--- src/hdl/dcdu_pkg.sv ---
`timescale 1ns / 1ps
// Shared types and constants for the DMA channel descriptor unit.
package dcdu_pkg;

	// Width of the channel number on the request channel.
	localparam int unsigned CHANNEL_W = 3;

	// Flag positions within the upper half of the control word.
	localparam int unsigned FLAG_ENABLE_BIT = 15;
	localparam int unsigned FLAG_REPEAT_BIT = 9;
	localparam int unsigned FLAG_32BIT_BIT  = 10;

	// Start modes, held in bits 13:12 of the upper half.
	localparam logic [1:0] START_NOW    = 2'b00;
	localparam logic [1:0] START_VBLANK = 2'b01;
	localparam logic [1:0] START_HBLANK = 2'b10;

	// Step modes for source (bits 8:7) and destination (bits 6:5).
	localparam logic [1:0] STEP_DEC    = 2'b01;
	localparam logic [1:0] STEP_FIXED  = 2'b10;
	localparam logic [1:0] STEP_RELOAD = 2'b11;

	// A stop clears start mode, request, repeat and enable.
	localparam logic [31:0] STOP_CLEAR_MASK = 32'hBA00_0000;

	// Unit counts used when the count field is zero.
	localparam logic [16:0] COUNT_ZERO_DEFAULT = 17'h0_4000;
	localparam logic [16:0] COUNT_ZERO_LAST_CH = 17'h1_0000;

	// Channel whose zero count means the full 64K units.
	localparam int unsigned LONG_CHANNEL = 3;

	typedef enum logic [1:0] {
		CMD_SET    = 2'd0,
		CMD_STOP   = 2'd1,
		CMD_HBLANK = 2'd2,
		CMD_VBLANK = 2'd3
	} dcmd_t;

	// One request item.
	typedef struct packed {
		dcmd_t                 cmd;
		logic [CHANNEL_W-1:0]  channel;
		logic [31:0]           src_address;
		logic [31:0]           dest_address;
		logic [31:0]           control_word;
	} req_t;

	// One planned transfer.
	typedef struct packed {
		logic [1:0]         out_channel;
		logic [31:0]        start_src;
		logic [31:0]        start_dest;
		logic signed [3:0]  src_stride;
		logic signed [3:0]  dest_stride;
		logic [2:0]         unit_bytes;
		logic [16:0]        unit_count;
		logic [31:0]        end_src;
		logic [31:0]        end_dest;
		logic [31:0]        end_control;
		logic               last;
	} plan_t;

	// Commands from the controller to the datapath.
	typedef struct packed {
		logic                  set_we;
		logic                  stop_we;
		logic                  fire;
		logic                  fire_last;
		logic [CHANNEL_W-1:0]  fire_idx;
	} dp_cmd_t;

endpackage

--- src/hdl/dcdu_datapath.sv ---
`timescale 1ns / 1ps
// Register file, plan arithmetic and output register of the descriptor unit.
module dcdu_datapath #(
	parameter int unsigned CHANNELS = 4
) (
	input  logic                    clk,
	input  logic                    arst_n,
	input  dcdu_pkg::req_t          req,
	input  dcdu_pkg::dp_cmd_t       cmd,
	output logic [CHANNELS-1:0]     mask_next,
	output dcdu_pkg::plan_t         plan
);
	import dcdu_pkg::*;

	localparam int unsigned CW = $clog2(CHANNELS);

	logic [31:0] src_q  [CHANNELS];
	logic [31:0] dest_q [CHANNELS];
	logic [31:0] ctl_q  [CHANNELS];
	plan_t       plan_q;

	logic [CW-1:0] wr_idx;
	logic [CW-1:0] pl_idx;
	logic [15:0]   req_hi;
	logic [1:0]    trig_mode;

	logic [31:0] s0, d0, ctl, ctl_end, s1, d1;
	logic [15:0] hi;
	logic        unit4;
	logic [16:0] count;
	logic [18:0] delta;
	logic [3:0]  step_pos, step_neg;
	plan_t       plan_d;

	assign wr_idx    = req.channel[CW-1:0];
	assign pl_idx    = cmd.fire_idx[CW-1:0];
	assign req_hi    = req.control_word[31:16];
	assign trig_mode = (req.cmd == CMD_HBLANK) ? START_HBLANK : START_VBLANK;

	// Channels that the accepted item will plan, lowest first.
	always_comb begin
		mask_next = '0;
		unique case (req.cmd)
			CMD_SET: begin
				if (cmd.set_we && req_hi[FLAG_ENABLE_BIT] && req_hi[13:12] == START_NOW) begin
					mask_next[wr_idx] = 1'b1;
				end
			end
			CMD_HBLANK, CMD_VBLANK: begin
				for (int i = 0; i < CHANNELS; i++) begin
					mask_next[i] = ctl_q[i][16 + FLAG_ENABLE_BIT] &&
						ctl_q[i][29:28] == trig_mode;
				end
			end
			default: begin
				mask_next = '0;
			end
		endcase
	end

	// Plan arithmetic for the selected channel.
	always_comb begin
		s0       = src_q[pl_idx];
		d0       = dest_q[pl_idx];
		ctl      = ctl_q[pl_idx];
		hi       = ctl[31:16];
		unit4    = hi[FLAG_32BIT_BIT];
		step_pos = unit4 ? 4'sd4 : 4'sd2;
		step_neg = unit4 ? 4'b1100 : 4'b1110;
		if (ctl[15:0] == 16'd0) begin
			count = (pl_idx == CW'(LONG_CHANNEL)) ? COUNT_ZERO_LAST_CH : COUNT_ZERO_DEFAULT;
		end else begin
			count = {1'b0, ctl[15:0]};
		end
		delta = unit4 ? {count, 2'b00} : {1'b0, count, 1'b0};

		plan_d = '0;
		case (hi[8:7])
			STEP_DEC: begin
				s1                = s0 - 32'(delta);
				plan_d.src_stride = step_neg;
			end
			STEP_FIXED: begin
				s1                = s0;
				plan_d.src_stride = 4'sd0;
			end
			default: begin
				s1                = s0 + 32'(delta);
				plan_d.src_stride = step_pos;
			end
		endcase
		case (hi[6:5])
			STEP_DEC: begin
				d1                 = d0 - 32'(delta);
				plan_d.dest_stride = step_neg;
			end
			STEP_FIXED: begin
				d1                 = d0;
				plan_d.dest_stride = 4'sd0;
			end
			STEP_RELOAD: begin
				d1                 = d0;
				plan_d.dest_stride = step_pos;
			end
			default: begin
				d1                 = d0 + 32'(delta);
				plan_d.dest_stride = step_pos;
			end
		endcase

		// Enable survives only for a repeating, triggered channel.
		ctl_end = ctl;
		if (!hi[FLAG_REPEAT_BIT] || hi[13:12] == START_NOW) begin
			ctl_end[16 + FLAG_ENABLE_BIT] = 1'b0;
		end

		plan_d.out_channel = 2'(pl_idx);
		plan_d.start_src   = s0;
		plan_d.start_dest  = d0;
		plan_d.unit_bytes  = unit4 ? 3'd4 : 3'd2;
		plan_d.unit_count  = count;
		plan_d.end_src     = s1;
		plan_d.end_dest    = d1;
		plan_d.end_control = ctl_end;
		plan_d.last        = cmd.fire_last;
	end

	// Channel register file: set, stop and plan write-back.
	always_ff @(posedge clk or negedge arst_n) begin
		if (!arst_n) begin
			for (int i = 0; i < CHANNELS; i++) begin
				src_q[i]  <= '0;
				dest_q[i] <= '0;
				ctl_q[i]  <= '0;
			end
		end else begin
			if (cmd.set_we) begin
				src_q[wr_idx]  <= req.src_address;
				dest_q[wr_idx] <= req.dest_address;
				ctl_q[wr_idx]  <= req.control_word;
			end
			if (cmd.stop_we) begin
				ctl_q[wr_idx] <= ctl_q[wr_idx] & ~STOP_CLEAR_MASK;
			end
			if (cmd.fire) begin
				src_q[pl_idx]  <= s1;
				dest_q[pl_idx] <= d1;
				ctl_q[pl_idx]  <= ctl_end;
			end
		end
	end

	// Output register, loaded with each planned transfer.
	always_ff @(posedge clk) begin
		if (cmd.fire) begin
			plan_q <= plan_d;
		end
	end

	assign plan = plan_q;

endmodule

--- src/hdl/dcdu_ctrl.sv ---
`timescale 1ns / 1ps
// Controller: request handshake, channel scan sequencing and output valid.
module dcdu_ctrl #(
	parameter int unsigned CHANNELS = 4
) (
	input  logic                      clk,
	input  logic                      arst_n,
	input  logic                      req_valid,
	output logic                      req_stall,
	input  dcdu_pkg::dcmd_t           req_cmd,
	input  logic [dcdu_pkg::CHANNEL_W-1:0] req_channel,
	input  logic [CHANNELS-1:0]       mask_next,
	output dcdu_pkg::dp_cmd_t         cmd,
	output logic                      plan_valid,
	input  logic                      plan_stall
);
	import dcdu_pkg::*;

	localparam int unsigned CW = $clog2(CHANNELS);

	typedef enum logic {
		ST_IDLE,
		ST_PLAN
	} state_t;

	state_t              state_q;
	logic [CHANNELS-1:0] mask_q;
	logic [CHANNELS-1:0] rest;
	logic                plan_valid_q;
	logic [CW-1:0]       sel;
	logic                accept;
	logic                chan_ok;
	logic                fire;

	assign req_stall = (state_q != ST_IDLE);
	assign accept    = req_valid && !req_stall;
	assign chan_ok   = {1'b0, req_channel} < (CHANNEL_W + 1)'(CHANNELS);

	// Lowest pending channel and what is left after it.
	always_comb begin
		sel = '0;
		for (int i = CHANNELS - 1; i >= 0; i--) begin
			if (mask_q[i]) begin
				sel = CW'(i);
			end
		end
	end
	assign rest = mask_q & (mask_q - CHANNELS'(1));

	// While planning, a plan is issued whenever the output register is free or being emptied.
	assign fire = (state_q == ST_PLAN) && (!plan_valid_q || !plan_stall);

	assign cmd.set_we    = accept && req_cmd == CMD_SET && chan_ok;
	assign cmd.stop_we   = accept && req_cmd == CMD_STOP && chan_ok;
	assign cmd.fire      = fire;
	assign cmd.fire_last = (rest == '0);
	assign cmd.fire_idx  = CHANNEL_W'(sel);

	// State, pending channel mask and output valid.
	always_ff @(posedge clk or negedge arst_n) begin
		if (!arst_n) begin
			state_q      <= ST_IDLE;
			mask_q       <= '0;
			plan_valid_q <= 1'b0;
		end else begin
			unique case (state_q)
				ST_IDLE: begin
					if (accept) begin
						mask_q <= mask_next;
						if (mask_next != '0) begin
							state_q <= ST_PLAN;
						end
					end
				end
				ST_PLAN: begin
					if (fire) begin
						mask_q <= rest;
						if (rest == '0) begin
							state_q <= ST_IDLE;
						end
					end
				end
				default: begin
					state_q <= ST_IDLE;
				end
			endcase
			if (fire) begin
				plan_valid_q <= 1'b1;
			end else if (!plan_stall) begin
				plan_valid_q <= 1'b0;
			end
		end
	end

	assign plan_valid = plan_valid_q;

endmodule

--- src/hdl/dma_channel_descriptor_unit_core.sv ---
`timescale 1ns / 1ps
// Top level of the DMA channel descriptor unit.
//
// The request channel (req_valid, req_stall, req) carries set, stop, hblank
// and vblank commands. The plan channel (plan_valid, plan_stall, plan) gives
// one item per planned transfer, with last marking the final plan of a request.
// A set or stop is written to the channel registers at the edge of its
// transfer. A set that starts immediately, or a trigger, then plans each
// channel it selects: the request loads the pending channel mask, and the
// plans are then registered in the output register in turn, at most
// CHANNELS plans for one request. The channel scan is set by the single
// plan unit, which handles one channel register set per cycle in channel
// order while the output register is not stalled.
// The request side is held off (req_stall high) while plans remain; the last
// plan may still wait in the output register while the next request is taken.
// While plan_stall holds a valid plan in the output register, the scan
// waits. Reset clears all channel registers to zero and empties the output.
module dma_channel_descriptor_unit_core #(
	parameter int unsigned CHANNELS = 4
) (
	input  logic              clk,
	input  logic              arst_n,
	input  logic              req_valid,
	output logic              req_stall,
	input  dcdu_pkg::req_t    req,
	output logic              plan_valid,
	input  logic              plan_stall,
	output dcdu_pkg::plan_t   plan
);
	import dcdu_pkg::*;

	dp_cmd_t             cmd;
	logic [CHANNELS-1:0] mask_next;

	dcdu_ctrl #(
		.CHANNELS(CHANNELS)
	) u_ctrl (
		.clk        (clk),
		.arst_n     (arst_n),
		.req_valid  (req_valid),
		.req_stall  (req_stall),
		.req_cmd    (req.cmd),
		.req_channel(req.channel),
		.mask_next  (mask_next),
		.cmd        (cmd),
		.plan_valid (plan_valid),
		.plan_stall (plan_stall)
	);

	dcdu_datapath #(
		.CHANNELS(CHANNELS)
	) u_datapath (
		.clk      (clk),
		.arst_n   (arst_n),
		.req      (req),
		.cmd      (cmd),
		.mask_next(mask_next),
		.plan     (plan)
	);

endmodule

--- config.mk ---
export PLATFORM = sky130hd
export DESIGN_NAME = dma_channel_descriptor_unit_core
export DESIGN_NICKNAME = d
export VERILOG_FILES = /design/src/hdl/dcdu_pkg.sv /design/src/hdl/dcdu_datapath.sv /design/src/hdl/dcdu_ctrl.sv /design/src/hdl/dma_channel_descriptor_unit_core.sv
export SDC_FILE = /design/constraint.sdc
export NUM_CORES = 2
export LEC_CHECK = 0
export ABC_CLOCK_PERIOD_IN_PS = 12750
export BUFFER_PORTS_ARGS = -buffer_cell sky130_fd_sc_hd__buf_2
export CAP_MARGIN = 20
export CORE_ASPECT_RATIO = 2
export CORE_MARGIN = 2
export CORE_UTILIZATION = 50
export DETAILED_ROUTE_END_ITERATION = 10
export PLACE_DENSITY = 0.69
export SLEW_MARGIN = 30
export SYNTH_ARGS = -nofsm -noshare
export SYNTH_HDL_FRONTEND = slang
export SYNTH_SLANG_ARGS = --single-unit
--- constraint.sdc ---
create_clock -name clk -period 12.75 [get_ports clk]
set_clock_uncertainty 0.1 [all_clocks]
set_input_delay 1.9125 -clock clk [delete_from_list [all_inputs] [get_ports clk]]
set_output_delay 1.9125 -clock clk [all_outputs]
set_load 0.03 [all_outputs]
* Word level (Yosys, flattened, before mapping)
Index checks and enable logic that the tools add are counted. Widths: inputs -> output; s select.
Operators by class: $add $sub $neg 5, $mul 0, div/mod/pow operators 0, $lt $le $gt $ge 7, equal/unequal tests 16, shift operators 0, mux-type cells 60, bitwise operators 4, reductions and logical operators 30
Operators by type and width (number):
- $bwmux 128 | 7
- $mux 128 | 7
- $bmux 32 s2 | 4
- $mux 32 | 8
- $demux 32 s2 | 2
- $pmux 32 s2 | 2
- $add 32x19->32 | 2
- $sub 32x19->32 | 2
- $mux 31 | 2
- $mux 17 | 2
- $pmux 4 s2 | 4
- $mux 19 | 1
- $logic_not 16->1 | 1
- $logic_and 1x1->1 | 15
- $eq 2x2->1 const B | 6
- $mux 2 | 6
- $mux 4 | 3
- $eq 2x2->1 | 4
- $mux 1 | 8
- $eq 2x1->1 const B | 3
- $ge 3x3->1 const B | 2
- $logic_not 2->1 | 3
- $lt 3x1->1 const B | 2
- $mux 3 | 2
- 17 further kinds | 24
Storage, ports and cells: register bits after elaboration 581, bits in latches 0, RAM bits 0, ROM bits 0, input bits 105, output and inout port bits 193, logic and storage cells 148, memories kept 0

* Longest topological paths before layout
word-level depth 15, gate-level depth with buffers 30, depth with buffers taken out 25

* Modules after synthesis
A second synthesis with hierarchy kept.
Unflattened totals: cell total of the unflattened synthesis 2908, area total of the unflattened synthesis 31442.7 µm²
By module, submodules not included:
- dcdu_datapath | times used 1, cells an instance 2865, area an instance 31063.5 µm², seq. area each 15164.5 µm²
- dcdu_ctrl | times used 1, cells an instance 43, area an instance 379.1 µm², seq. area each 150.1 µm²

* Least setup slack after synthesis
No wires, ideal clock.
path kind in2reg, from input port plan_stall, to register u_datapath.dest_q[31] (netlist name), setup time 0.078 ns, arrival time 6.922 ns, path slack 5.651 ns, cell stages on the path 8, path buffers 1, path through nand2_1 > nand2_1 > inv_1 > nand2_1 > clkbuf_1 > a21oi_1 > o311ai_0 > a21oi_1
RTL lines:
- from (decl) | line dma_channel_descriptor_unit_core.sv:27 | input logic plan_stall,
- to (signal, indexed assignment) | line dcdu_datapath.sv:139 | dest_q[wr_idx] <= req.dest_address;
- to (decl) | line dcdu_datapath.sv:18 | logic [31:0] dest_q [CHANNELS];

==> results.yml <==
status:
  status: "finished, final reports clean"
worst_setup_path:
  cp_slowest_cell: "dfrtp_4"
  critical-path-max-stage-delay_ps: 640
  start_kind: "flop"
  crit_required_ps: 13000
  path_class: "reg -> reg"
  crit_arrival_ps: 8130
  cp-end-kind: "flop"
  crit_path_max_fanout: 49
sta:
  drv_slew: 0
  setup_viol: 0
  fin_hold_ws_ps: 408.3
  max_freq_ghz: 0.1270
  hold_viol_final: 0
  timing.final.crit_share_pct: 61.74
  setup_tns_ps: 0
  relSlewSlack_pct: 23.12
  period_needed_ps: 7871
  worst_pin_slew_ps: 1153
  rsz0062_at_grt: "no"
pwr:
  swShare_pct: 44.29
  ir_drop_v: 0.0001358
  seq_power_share_pct: 30.6
  combPwrFrac_pct: 49.9
  p_clk_share_pct: 19.6
  p_per_area_nw_per_um2: 241.9
  total_leakage_power_nw: 15.46
  intPower_w: 0.004758
  switchingPower_w: 0.003782
clocking:
  cts-root-buf: "clkbuf_16"
  clockBufferDepth: 3
  cts_tree: "yes"
  ctsHoldBuffers: 0
  cts_resized: 0
  clk_pin_slew_ps: 70
  cts.sinks: 575
  cts_setup_buffers: 0
  cts_buffers: 52
  clkLatencyLatePin_ps: 630
  cts-htree-levels: 2
logic_synthesis:
  ys_seq_elements: 575
  syn_area_um2: 31210
  synth_edf_count: 185
  yosysUniqueCellTypes: 79
  synthCells: 3141
  synth.yosys.seq_area_share_pct: 49.07
  yosysWarnings: 0
  yosys_most_used_dff: "dfrtp_1"
  syn_area_per_cell_um2: 9.937
  async_reset_ff_share_pct: 67.83
floorplanning:
  initial_core_util_pct: 50.49
  core-area_um2: 61820
  die_y_um: 357.3
  io_pins: 298
  die_area_um2: 64560
  rows: 129
  die_w_um: 180.7
detailed_routing:
  drtAntennaViolNets: 0
  drtIter0Drc: 2314
  first_pass_iters: 7
  wire_per_inst_um: 25.71
  met1_length_mm: 37.70
  met2WireLength_mm: 53.10
  routed.top_layer: "met5"
  vias_per_cell: 6.288
  wl_met3_mm: 7.393
  vias: 26240
  routed_wl_mm: 107.3
  drc: 0
place:
  dp.final_hpwl_mm: 74.33
  gp_congestion: 0.9462
  io_buffer_count: 294
layout:
  drive_gt1_share_pct: 17.91
  syn_to_final_growth_pct: 13.12
  nets: 3507
global_route:
  gr-total-overflow: 0
  antenna_found_initial: 13
  grt_pass1_wl_mm: 161.3
  grt_usage_pct: 32.65
  first_global_vias: 26750
  grt_max_degree: 138
worst_hold_path:
  hp-class: "reg -> reg"
flow_run:
  cap_violations: 0
-- final timing paths --
| check | slack, ps | end | depth (start not counted) | from |
|---|---|---|---|---|
| setup / recovery | 4880 | u_datapath.plan[96] | 28 | u_ctrl.mask_q[2] |
| hold / removal | 410 | u_datapath.src_q[64] | 1 | u_datapath.src_q[64] |
| setup reg to reg | 4880 | u_datapath.plan[96] | 28 | u_ctrl.mask_q[2] |
| hold reg to reg | 410 | u_datapath.src_q[64] | 1 | u_datapath.src_q[64] |
| max in group asynchronous | 9240 | u_datapath.src_q[37] | 3 | arst_n |
| min in group asynchronous | 1240 | u_datapath.dest_q[54] | 1 | arst_n |
-- kinds of logic (layout without fill, tap and decap cells) --
| group | count (synthesis) | after routing | share of synthesized area, % |
|---|---|---|---|
| simple gates | 779 | 779 | 11.98 |
| compound gates | 985 | 985 | 18.86 |
| fa+ha+maj | 68 | 68 | 2.726 |
| other cells | 1 | 12 | 0.01201 |
| buf+inv | 326 | 561 | 4.077 |
| xor+xnor | 65 | 65 | 1.848 |
| flops | 575 | 575 | 49.07 |
| mux | 342 | 342 | 11.43 |
-- through the flow --
step / std cells / util (%) / total power [W] / instance area, um2 / worst slack [ps]
after global routing: 4169 / 57.10 / 0.008981 / 35300 / 4433
after floorplan: 3143 / - / 0.005330 / 31220 / 5651
final: 4173 / 57.12 / 0.008540 / 35310 / 4879
after global placement: 4063 / 54.03 / 0.006673 / 33400 / 5005
after detailed placement: 4063 / 54.05 / 0.006774 / 33410 / 5002
after CTS: 4161 / 56.94 / 0.008459 / 35200 / 4942
-- cells in the mapped netlist (6+ instances only) --
cell / instances / area share [%]
inv_1: 95 / 1.1
o21ai_0: 226 / 3.6
nor3_1: 26 / 0.42
a221o_1: 7 / 0.22
ha_1: 68 / 2.7
nand3b_1: 14 / 0.34
o21ai_1: 20 / 0.32
dfrtp_1: 390 / 31
nand3_1: 20 / 0.32
nand2_1: 224 / 2.7
buf_4: 6 / 0.14
clkbuf_1: 170 / 2.0
buf_2: 15 / 0.24
nor3b_1: 7 / 0.17
o21a_1: 10 / 0.24
buf_1: 36 / 0.43
and3_1: 15 / 0.30
o211ai_1: 10 / 0.24
o22ai_1: 39 / 0.78
nor4_1: 7 / 0.14
a31oi_1: 10 / 0.20
a21oi_1: 392 / 6.3
a21o_1: 45 / 1.1
edfxtp_1: 185 / 18
a211oi_1: 159 / 3.8
nor2b_1: 158 / 3.2
mux2_2: 116 / 4.2
nand2b_1: 18 / 0.36
and2_1: 9 / 0.18
xor2_1: 28 / 0.79
nor2_1: 243 / 2.9
o21bai_1: 9 / 0.22
mux2i_1: 226 / 7.2
xnor2_1: 36 / 1.0
a221oi_1: 6 / 0.17
-- layout by cell type, fill, tap and decap left out, types with 14 or more instances in the layout --
master,count
nand3b_1,14
dfrtp_1,388
xnor2_1,36
ha_1,67
buf_2,293
buf_4,65
mux2_2,116
nor3_1,23
nor2_1,234
nor2b_1,158
xor2_1,28
clkbuf_16,55
a211oi_1,159
o21ai_1,25
nand2b_1,18
inv_1,94
o21ai_0,221
o22ai_1,39
a21o_1,45
mux2i_1,224
and3_1,15
a21oi_1,392
nand3_1,20
clkbuf_1,16
edfxtp_1,185
nand2_1,224
-- area by class of cell --
cell class | count | area [um2]
inverters | 98 | 380.4
clock inverters | 20 | 260.3
fillers | 5386 | 26510
diodes | 9 | 22.52
multi-input cells | 2242 | 14750
flip-flops and latches | 575 | 15320
well taps | 786 | 983.4
repair buffers | 365 | 2071
clock buffers | 78 | 1526
-- power groups by stage --
stage / logic [W] / clock network (W) / registers, W
after floorplan: 0.00266 / 0 / 0.00267
after global placement: 0.00406 / 0 / 0.00261
after detailed placement: 0.00414 / 0 / 0.00264
after CTS: 0.00416 / 0.00169 / 0.00260
after global routing: 0.00458 / 0.00176 / 0.00264
final: 0.00426 / 0.00167 / 0.00261
-- per-layer routing --
layer  vias up  track usage [%]
li1      11700                -
met2      1259            56.14
met5         -                0
met1     12880            35.87
met3       398            5.539
met4         8            25.13
-- critical path: cells and delay by family, from the launching register on --
family | cells | cell delay [ps]
XOR/XNOR | 2 | 440
buffers and inverters | 6 | 1320
AND/OR/NAND/NOR | 11 | 2390
AO/OA/AOI/OAI | 7 | 1990
adder cells (fa/ha/maj) | 2 | 660
flip-flops | 1 | 640
-- registers in the layout (all words and copies together), names as in the netlist --
register,flops
u_datapath.src_q,128
u_ctrl.mask_q,4
u_datapath.dest_q,128
u_datapath.ctl_q,128
u_datapath.plan,185
u_ctrl.req_stall,1
u_ctrl.plan_valid,1
Note: power is estimated with default switching activity, not from simulation.
